## src/hdl/assert_macros.svh

```systemverilog
// Assertion helpers; define NO_ASSERTIONS to compile them away.
`ifndef ASSERT_MACROS_SVH
`define ASSERT_MACROS_SVH

`ifndef NO_ASSERTIONS

`define ASSERT_IMPLIES(label, clk, rst_n, ante, cons) \
    label: assert property (@(posedge clk) disable iff (!rst_n) (ante) |-> (cons)) \
        else $error("assertion failed: same-cycle implication");

`define ASSERT_NEXT(label, clk, rst_n, ante, cons) \
    label: assert property (@(posedge clk) disable iff (!rst_n) (ante) |=> (cons)) \
        else $error("assertion failed: next-cycle implication");

`else

`define ASSERT_IMPLIES(label, clk, rst_n, ante, cons)
`define ASSERT_NEXT(label, clk, rst_n, ante, cons)

`endif

`endif

```

## src/hdl/cse_pkg.sv

```systemverilog
package cse_pkg;

    localparam int MODE_W   = 2;
    localparam int SID_W    = 3;
    localparam int CNT_W    = 16;
    localparam int PID_W    = 16;
    localparam int STATUS_W = 2;

    localparam int S_TDATA_W = 40;
    localparam int M_TDATA_W = 24;

    typedef enum logic [MODE_W-1:0] {
        OP_CREATE  = 2'd0,
        OP_WAIT    = 2'd1,
        OP_POST    = 2'd2,
        OP_DESTROY = 2'd3
    } op_t;

    typedef enum logic [STATUS_W-1:0] {
        ST_OK      = 2'd0,
        ST_BLOCKED = 2'd1,
        ST_ERR     = 2'd2
    } status_t;

    // controller -> datapath
    typedef struct packed {
        logic    load_in;
        logic    create;
        logic    dec;
        logic    enqueue;
        logic    inc;
        logic    dequeue;
        logic    clear;
        logic    drain_step;
        logic    emit;
        status_t emit_status;
        logic    emit_wake;
        logic    emit_last;
    } ctrl_cmd_t;

    // datapath -> controller
    typedef struct packed {
        op_t  op;
        logic bad_id;
        logic full;
        logic count_pos;
        logic q_empty;
        logic q_full;
        logic rem_last;
        logic out_free;
    } dp_status_t;

endpackage

```

## src/hdl/counting_semaphore_engine_core.sv

```systemverilog
// Counting semaphore engine: a table of NUM_SEMS semaphores, each with a
// count and a FIFO of up to WAIT_DEPTH waiting process ids.
// Input channel (s_): one transfer per operation (create, wait, post,
// destroy). Result channel (m_): one or more transfers per operation,
// the final one flagged by m_tlast; m_tuser marks a result that wakes a
// process named in the woken_pid field.
// Sequence from acceptance: create, wait, error cases, and post or destroy
// on an empty queue give their one result straight from the execute state.
// A post that wakes a waiter adds one queue memory read and one result; a
// destroy with n waiters does a read of the queue memory followed by a
// result for each woken id in turn.
// One operation is in flight at a time; the result register lets the
// next operation be accepted while the last result is still waiting.
// A stalled receiver (m_tready low) holds the result register; the engine
// waits before writing another result and loses nothing.
// Reset (aresetn low, synchronous) frees every slot at once; queue memory
// needs no clearing since only entries within a slot's waiter total are read.
module counting_semaphore_engine_core
    import cse_pkg::*;
#(
    parameter int NUM_SEMS   = 8,
    parameter int WAIT_DEPTH = 16
) (
    input  logic                 aclk,
    input  logic                 aresetn,
    input  logic                 s_tvalid,
    output logic                 s_tready,
    // [1:0] mode, [4:2] sem_id, [20:5] initial_count, [36:21] caller_pid
    input  logic [S_TDATA_W-1:0] s_tdata,
    output logic                 m_tvalid,
    input  logic                 m_tready,
    // [1:0] status, [4:2] slot_id, [20:5] woken_pid
    output logic [M_TDATA_W-1:0] m_tdata,
    // [0] wake_valid
    output logic                 m_tuser,
    output logic                 m_tlast
);

`include "assert_macros.svh"

    ctrl_cmd_t  cmd;
    dp_status_t st;

    cse_ctrl u_ctrl (
        .aclk     (aclk),
        .aresetn  (aresetn),
        .s_tvalid (s_tvalid),
        .s_tready (s_tready),
        .st       (st),
        .cmd      (cmd)
    );

    cse_dp #(
        .NUM_SEMS   (NUM_SEMS),
        .WAIT_DEPTH (WAIT_DEPTH)
    ) u_dp (
        .aclk     (aclk),
        .aresetn  (aresetn),
        .cmd      (cmd),
        .st       (st),
        .s_tdata  (s_tdata),
        .m_tvalid (m_tvalid),
        .m_tready (m_tready),
        .m_tdata  (m_tdata),
        .m_tuser  (m_tuser),
        .m_tlast  (m_tlast)
    );

    // only destroy gives more than one result, and each of those wakes someone
    `ASSERT_IMPLIES(a_nonlast_wakes, aclk, aresetn, m_tvalid && !m_tlast, m_tuser)
    `ASSERT_IMPLIES(a_err_single, aclk, aresetn, m_tvalid && (m_tdata[1:0] == ST_ERR), m_tlast && !m_tuser)
    `ASSERT_IMPLIES(a_blocked_nowake, aclk, aresetn, m_tvalid && (m_tdata[1:0] == ST_BLOCKED), !m_tuser && m_tlast)
    `ASSERT_NEXT(a_one_in_flight, aclk, aresetn, s_tvalid && s_tready, !s_tready)

endmodule

```

## src/hdl/cse_ram.sv

```systemverilog
module cse_ram #(
    parameter int WIDTH = 16,
    parameter int DEPTH = 128,
    parameter int AW    = (DEPTH > 1) ? $clog2(DEPTH) : 1
) (
    input  logic             aclk,
    input  logic             we,
    input  logic [AW-1:0]    waddr,
    input  logic [WIDTH-1:0] wdata,
    input  logic [AW-1:0]    raddr,
    output logic [WIDTH-1:0] rdata
);

    logic [WIDTH-1:0] mem [DEPTH];
    logic [WIDTH-1:0] rdata_reg;

    always_ff @(posedge aclk) begin
        if (we) begin
            mem[waddr] <= wdata;
        end
        rdata_reg <= mem[raddr];
    end

    assign rdata = rdata_reg;

endmodule

```

## src/hdl/cse_ctrl.sv

```systemverilog
module cse_ctrl
    import cse_pkg::*;
(
    input  logic       aclk,
    input  logic       aresetn,
    input  logic       s_tvalid,
    output logic       s_tready,
    input  dp_status_t st,
    output ctrl_cmd_t  cmd
);

    typedef enum logic [1:0] {
        S_IDLE,
        S_EXEC,
        S_RD,
        S_OUT
    } state_t;

    state_t state_reg, state_next;
    logic   ready_reg;

    always_comb begin
        cmd         = '0;
        cmd.emit_status = ST_OK;
        state_next  = state_reg;
        case (state_reg)
            S_IDLE: begin
                cmd.load_in = s_tvalid & ready_reg;
                if (s_tvalid && ready_reg) begin
                    state_next = S_EXEC;
                end
            end
            S_EXEC: begin
                cmd.emit_last = 1'b1;
                if (st.op == OP_CREATE) begin
                    if (st.out_free) begin
                        cmd.emit        = 1'b1;
                        cmd.emit_status = st.full ? ST_ERR : ST_OK;
                        cmd.create      = !st.full;
                        state_next      = S_IDLE;
                    end
                end else if (st.bad_id) begin
                    if (st.out_free) begin
                        cmd.emit        = 1'b1;
                        cmd.emit_status = ST_ERR;
                        state_next      = S_IDLE;
                    end
                end else if (st.op == OP_WAIT) begin
                    if (st.out_free) begin
                        cmd.emit = 1'b1;
                        if (st.count_pos) begin
                            cmd.dec = 1'b1;
                        end else if (st.q_full) begin
                            cmd.emit_status = ST_ERR;
                        end else begin
                            cmd.enqueue     = 1'b1;
                            cmd.emit_status = ST_BLOCKED;
                        end
                        state_next = S_IDLE;
                    end
                end else if (st.q_empty) begin
                    // post or destroy with nobody waiting: one plain result
                    if (st.out_free) begin
                        cmd.emit   = 1'b1;
                        cmd.inc    = (st.op == OP_POST);
                        cmd.clear  = (st.op == OP_DESTROY);
                        state_next = S_IDLE;
                    end
                end else begin
                    // tables settle now; the queue memory is drained after
                    cmd.inc     = (st.op == OP_POST);
                    cmd.dequeue = (st.op == OP_POST);
                    cmd.clear   = (st.op == OP_DESTROY);
                    state_next  = S_RD;
                end
            end
            S_RD: begin
                state_next = S_OUT;
            end
            S_OUT: begin
                if (st.out_free) begin
                    cmd.emit      = 1'b1;
                    cmd.emit_wake = 1'b1;
                    cmd.emit_last = st.rem_last;
                    if (st.rem_last) begin
                        state_next = S_IDLE;
                    end else begin
                        cmd.drain_step = 1'b1;
                        state_next     = S_RD;
                    end
                end
            end
            default: begin
                state_next = S_IDLE;
            end
        endcase
    end

    always_ff @(posedge aclk) begin
        if (!aresetn) begin
            state_reg <= S_IDLE;
            ready_reg <= 1'b1;
        end else begin
            state_reg <= state_next;
            ready_reg <= (state_next == S_IDLE);
        end
    end

    assign s_tready = ready_reg;

endmodule

```

## src/hdl/cse_dp.sv

```systemverilog
module cse_dp
    import cse_pkg::*;
#(
    parameter int NUM_SEMS   = 8,
    parameter int WAIT_DEPTH = 16
) (
    input  logic                 aclk,
    input  logic                 aresetn,
    input  ctrl_cmd_t            cmd,
    output dp_status_t           st,
    input  logic [S_TDATA_W-1:0] s_tdata,
    output logic                 m_tvalid,
    input  logic                 m_tready,
    output logic [M_TDATA_W-1:0] m_tdata,
    output logic                 m_tuser,
    output logic                 m_tlast
);

    localparam int SW        = (NUM_SEMS > 1) ? $clog2(NUM_SEMS) : 1;
    localparam int PW        = (WAIT_DEPTH > 1) ? $clog2(WAIT_DEPTH) : 1;
    localparam int TW        = $clog2(WAIT_DEPTH + 1);
    localparam int RAM_DEPTH = NUM_SEMS * (2 ** PW);

    // latched request
    op_t                     op_reg;
    logic [SID_W-1:0]        sid_reg;
    logic signed [CNT_W-1:0] init_reg;
    logic [PID_W-1:0]        pid_reg;

    // semaphore table; queues are circular buffers in the memory
    logic [NUM_SEMS-1:0] in_use_reg;
    logic [CNT_W-1:0]    count_reg [NUM_SEMS];
    logic [PW-1:0]       head_reg  [NUM_SEMS];
    logic [TW-1:0]       total_reg [NUM_SEMS];

    // drain cursor
    logic [PW-1:0] ptr_reg;
    logic [TW-1:0] rem_reg;

    // result register
    logic                m_valid_reg;
    status_t             m_status_reg;
    logic [SID_W-1:0]    m_slot_reg;
    logic                m_wake_reg;
    logic [PID_W-1:0]    m_pid_reg;
    logic                m_last_reg;

    logic [SW-1:0]    sid_idx;
    logic [SW-1:0]    free_idx;
    logic             full;
    logic [CNT_W-1:0] count_cur;
    logic [PW-1:0]    head_cur;
    logic [TW-1:0]    total_cur;
    logic [PW-1:0]    head_inc;
    logic [PW-1:0]    ptr_inc;
    logic [PW:0]      tail_sum;
    logic [PW-1:0]    tail;
    logic [PID_W-1:0] ram_rdata;
    logic             out_free;
    logic [SID_W-1:0] slot_sel;

    assign sid_idx   = SW'(sid_reg);
    assign count_cur = count_reg[sid_idx];
    assign head_cur  = head_reg[sid_idx];
    assign total_cur = total_reg[sid_idx];

    always_comb begin
        free_idx = '0;
        full     = 1'b1;
        for (int i = NUM_SEMS - 1; i >= 0; i--) begin
            if (!in_use_reg[i]) begin
                free_idx = SW'(i);
                full     = 1'b0;
            end
        end
    end

    assign head_inc = (head_cur == PW'(WAIT_DEPTH - 1)) ? '0 : head_cur + 1'b1;
    assign ptr_inc  = (ptr_reg == PW'(WAIT_DEPTH - 1)) ? '0 : ptr_reg + 1'b1;
    assign tail_sum = {1'b0, head_cur} + (PW+1)'(total_cur);
    assign tail     = (tail_sum >= (PW+1)'(WAIT_DEPTH))
                    ? PW'(tail_sum - (PW+1)'(WAIT_DEPTH)) : PW'(tail_sum);

    assign out_free = !m_valid_reg || m_tready;

    assign st.op        = op_reg;
    assign st.bad_id    = (int'(sid_reg) >= NUM_SEMS) || !in_use_reg[sid_idx];
    assign st.full      = full;
    assign st.count_pos = (count_cur != '0);
    assign st.q_empty   = (total_cur == '0);
    assign st.q_full    = (total_cur == TW'(WAIT_DEPTH));
    assign st.rem_last  = (rem_reg == TW'(1));
    assign st.out_free  = out_free;

    always_comb begin
        if (op_reg != OP_CREATE) begin
            slot_sel = sid_reg;
        end else if (full) begin
            slot_sel = '0;
        end else begin
            slot_sel = SID_W'(free_idx);
        end
    end

    cse_ram #(
        .WIDTH (PID_W),
        .DEPTH (RAM_DEPTH)
    ) u_queue_ram (
        .aclk  (aclk),
        .we    (cmd.enqueue),
        .waddr ({sid_idx, tail}),
        .wdata (pid_reg),
        .raddr ({sid_idx, ptr_reg}),
        .rdata (ram_rdata)
    );

    always_ff @(posedge aclk) begin
        if (cmd.load_in) begin
            op_reg   <= op_t'(s_tdata[1:0]);
            sid_reg  <= s_tdata[4:2];
            init_reg <= s_tdata[20:5];
            pid_reg  <= s_tdata[36:21];
        end
    end

    always_ff @(posedge aclk) begin
        if (!aresetn) begin
            in_use_reg <= '0;
            for (int i = 0; i < NUM_SEMS; i++) begin
                count_reg[i] <= '0;
                head_reg[i]  <= '0;
                total_reg[i] <= '0;
            end
            ptr_reg <= '0;
            rem_reg <= '0;
        end else begin
            if (cmd.create) begin
                in_use_reg[free_idx] <= 1'b1;
                count_reg[free_idx]  <= init_reg[CNT_W-1] ? '0 : $unsigned(init_reg);
                total_reg[free_idx]  <= '0;
            end
            if (cmd.dec) begin
                count_reg[sid_idx] <= count_cur - 1'b1;
            end
            if (cmd.enqueue) begin
                total_reg[sid_idx] <= total_cur + 1'b1;
            end
            if (cmd.inc && (count_cur != '1)) begin
                count_reg[sid_idx] <= count_cur + 1'b1;
            end
            if (cmd.dequeue) begin
                head_reg[sid_idx]  <= head_inc;
                total_reg[sid_idx] <= total_cur - 1'b1;
                ptr_reg            <= head_cur;
                rem_reg            <= TW'(1);
            end
            if (cmd.clear) begin
                in_use_reg[sid_idx] <= 1'b0;
                count_reg[sid_idx]  <= '0;
                total_reg[sid_idx]  <= '0;
                ptr_reg             <= head_cur;
                rem_reg             <= total_cur;
            end
            if (cmd.drain_step) begin
                ptr_reg <= ptr_inc;
                rem_reg <= rem_reg - 1'b1;
            end
        end
    end

    always_ff @(posedge aclk) begin
        if (!aresetn) begin
            m_valid_reg <= 1'b0;
        end else if (cmd.emit) begin
            m_valid_reg <= 1'b1;
        end else if (m_tready) begin
            m_valid_reg <= 1'b0;
        end
    end

    always_ff @(posedge aclk) begin
        if (cmd.emit) begin
            m_status_reg <= cmd.emit_status;
            m_slot_reg   <= slot_sel;
            m_wake_reg   <= cmd.emit_wake;
            m_pid_reg    <= cmd.emit_wake ? ram_rdata : '0;
            m_last_reg   <= cmd.emit_last;
        end
    end

    assign m_tvalid = m_valid_reg;
    assign m_tdata  = {3'b000, m_pid_reg, m_slot_reg, m_status_reg};
    assign m_tuser  = m_wake_reg;
    assign m_tlast  = m_last_reg;

endmodule

```

## config.mk

```make
export PLATFORM = sky130hd
export DESIGN_NAME = counting_semaphore_engine_core
export DESIGN_NICKNAME = d
export VERILOG_FILES = /design/src/hdl/cse_pkg.sv /design/src/hdl/counting_semaphore_engine_core.sv /design/src/hdl/cse_ram.sv /design/src/hdl/cse_ctrl.sv /design/src/hdl/cse_dp.sv
export VERILOG_INCLUDE_DIRS = /design/src /design/src/hdl
export SDC_FILE = /design/constraint.sdc
export NUM_CORES = 2
export LEC_CHECK = 0
export BUFFER_PORTS_ARGS = -buffer_cell sky130_fd_sc_hd__buf_2
export CORE_MARGIN = 1
export CORE_UTILIZATION = 55
export CTS_BUF_LIST = sky130_fd_sc_hd__clkbuf_16
export DETAILED_ROUTE_END_ITERATION = 8
export GPL_TIMING_DRIVEN = 1
export PLACE_DENSITY = 0.79
export SLEW_MARGIN = 20
export SYNTH_ARGS = -nofsm -noshare
export SYNTH_HDL_FRONTEND = slang
export SYNTH_SLANG_ARGS = --single-unit
export TNS_END_PERCENT = 20
```

## constraint.sdc

```tcl
create_clock -name aclk -period 5.5 [get_ports aclk]
set_clock_uncertainty 0.05 [all_clocks]
set_input_delay 0.55 -clock aclk [delete_from_list [all_inputs] [get_ports aclk]]
set_output_delay 0.55 -clock aclk [all_outputs]
set_load 0.02 [all_outputs]
```

==> out/metrics.yaml <==
setup_path:
  required_ns: 5.98
  crit_arrival_ns: 5.70
  path_max_fanout: 34
  crit_path_start_kind: "flop"
  cp-end-kind: "flop"
  r2r_cells: 15
  endpoint: "u_dp.count_reg[4][10]"
  r2r_end: "u_dp.count_reg[4][10]"
  critical_path_class: "flop to flop"
  r2r_setup_slack_ns: 0.28
clock_tree:
  cts_tree: "yes"
  h-tree-depth: 4
  cts_post_setup_buffers_inserted: 0
  cts_sinks: 2348
  clk_pin_slew_ns: 0.07
  worstSkewPairLatency_ns: 0.86
  root_buffer: "clkbuf_16"
  cts_buffers: 213
  cts.path.max_buffers: 3
timing:
  fin_crit_ns: 5.22
  tightest_slew_ns: 1.16
  timing.fmax_mhz: 192
  finalCritPeriodShare: 0.948
  tns_ns: 0
  rsz0062_at_grt: "false"
  hold_viol: 0
  slew_viol_final: 0
  setup_violations: 0
  relSlewSlack: 0.225
synth:
  ys.flop_type: "edfxtp_1"
  synth_seq_cells: 2348
  synth_seq_area_share: 0.749
  synth_area_mm2: 0.0936
  post_synth.cell_area_avg_um2: 21.9
  yosys_warnings: 0
  synth_top_area_cell: "edfxtp_1"
  synth_edf_count: 2308
  yosys.area.top_type_share: 0.741
  syn_inst: 4266
  synth.distinct_cells: 94
  synthArstFlopShare: 0
  synthTopCellsByArea: "edfxtp_1 74%, mux4_2 16%, a22oi_1 1.1%"
routing:
  drt_iter0_drc: 7615
  drc: 2
  wire_per_inst_um: 34.3
  vias_per_cell: 6.89
  num_vias: 48600
  drt-pass1-iter-count: 9
  ant_nets: 0
  wl_mm: 242
place:
  numPlacedInstances: 6606
  hpwl_mm: 132
  place_congestion: 0.901
  io_buffers: 65
floorplan:
  die_y_um: 414
  dieArea_mm2: 0.172
  core_mm2: 0.169
  rows: 151
  floorplan.initialDensity: 0.553
  io_pins: 72
  fp.dieW_um: 414
cells_and_area:
  fin_cells: 7054
  final_util: 0.624
  final_nets: 4717
  largest_reg_flops: 2048
  syn_to_final_growth_pct: 12.8
  drive_gt1_frac: 0.306
global_route:
  gr-usage-all-layers: 0.282
  grt_max_degree: 121
  grt_pass1_wl_mm: 346
  overflow: 0
  antenna_found_initial: 12
  grt_pass1_vias: 48800
min_path:
  holdCritStartpoint: "m_tready"
  hold_path.class: "primary input to flop"
pwr:
  power_mw: 37.7
  vdd_drop_max_mv: 0.355
  leakagePower_nw: 32.7
  power_density_mw_per_mm2: 357
outcome:
  status: "finished with violations"
  violations: "DRC"
run:
  drv_cap: 0
## critical path, cell delays in order (launching register included)
cell,delay [ns]
dfxtp_2,0.66
buf_12,0.29
mux2i_1,0.12
mux4_2,0.52
nor3_1,0.31
o21ai_2,0.17
o21ai_4,0.43
bufinv_8,0.27
fa_1,0.44
nand3b_1,0.20
a21oi_1,0.22
o211ai_1,0.18
a31oi_1,0.23
xor2_1,0.10
a21oi_1,0.55
a211oi_1,0.13
## cell type report
type / instances / area (um2)
flip-flops and latches: 2348 / 70100
fillers: 10600 / 63500
clock buffers: 217 / 5430
clock inverters: 186 / 1630
repair buffers: 402 / 3290
inverters: 20 / 88.8
well taps: 2218 / 2780
diodes: 5 / 12.5
multi-input cells: 1658 / 22200
## power by group
group | switching [mW] | internal, mW | total (mW)
Combinational | 1.75 | 0.797 | 2.54
Sequential | 0.111 | 20.0 | 20.1
Clock | 6.59 | 8.47 | 15.1
Total | 8.45 | 29.3 | 37.7
## layer usage
layer / global-route usage / up-vias / part of all wire / routed length, um
met5: 0 / - / 0.00024 / 58
met4: 0.132 / 10 / 0.054 / 12900
met3: 0.0607 / 737 / 0.12 / 28600
met2: 0.457 / 3918 / 0.49 / 118000
met1: 0.367 / 25100 / 0.34 / 82300
li1: - / 18900 / - / -
## synth_stat cells, types with 7 or more instances
cell type / number
o21ai_4: 9
a21oi_1: 77
inv_1: 16
buf_2: 42
and3_1: 10
and2_1: 26
o211ai_1: 8
xor2_1: 7
mux4_2: 682
mux4_1: 16
a211oi_1: 15
o31ai_1: 7
nor2_1: 205
buf_1: 42
buf_4: 7
edfxtp_1: 2308
clkbuf_8: 13
nor3_1: 12
nand3_1: 33
nand2_1: 110
xnor2_1: 9
o31ai_4: 8
mux2i_1: 29
nor2b_1: 10
mux2_2: 10
clkbuf_1: 121
nand2b_1: 11
dfxtp_1: 40
ha_1: 27
a22oi_1: 136
nand4_1: 23
o21ai_0: 41
o21ai_1: 12
## worst min path at each step
| stage | slack (ns) | cells past startpoint | end |
|---|---|---|---|
| 2_1_floorplan | 0.43 | 2 | u_dp.rem_reg[2] |
| 3_3_place_gp | 0.45 | 2 | u_dp.rem_reg[2] |
| 3_5_place_dp | 0.45 | 1 | u_dp.m_pid_reg[14] |
| 4_1_cts | 0.007 | 4 | u_dp.m_tvalid |
| 5_1_grt | 0.07 | 4 | u_dp.m_tvalid |
| 6_report | 0.08 | 4 | u_dp.m_tvalid |
## cells by family after synthesis
| family | synth area share |
|---|---|
| AOI/OAI and AO/OA | 0.0292 |
| xor gates and xnor gates | 0.00150 |
| adders and majority gates | 0.00425 |
| other | 0.0000401 |
| muxes | 0.173 |
| buffers and inverters | 0.0147 |
| and+or+nand+nor | 0.0279 |
| DFF | 0.749 |
## placed cells by master, fill, tap and decap left out, drive strengths merged, types with 11 or more instances in the layout
master / count
clkbuf: 217
a211oi: 17
a22oi: 136
buf: 365
clkinvlp: 11
dfxtp: 40
nor3: 12
o21ai: 65
nand4: 32
nand2: 110
ha: 27
mux4: 698
and3: 11
dlygate4sd3: 37
bufinv: 29
edfxtp: 2308
a21oi: 78
nand2b: 11
o31ai: 15
nand3: 41
inv: 62
nor2: 206
clkinv: 104
mux2i: 29
and2: 27
## stage by stage
stage	cell area, um2	setup WS, ns	hold WS [ns]
floorplan	93600	0.630	0.427
global placement	98000	0.482	0.446
detailed placement	98000	0.388	0.447
CTS	105000	0.372	0.00712
global route	106000	0.105	0.0731
finish	106000	0.284	0.0802
## what timing repair did
action	4_1_cts	5_1_grt
setup endpoints to repair	0	8
hold buffers	37	0
gates resized for setup	0	1
endpoints found under the hold margin	40	0
Power figures use the tool's default switching activity.
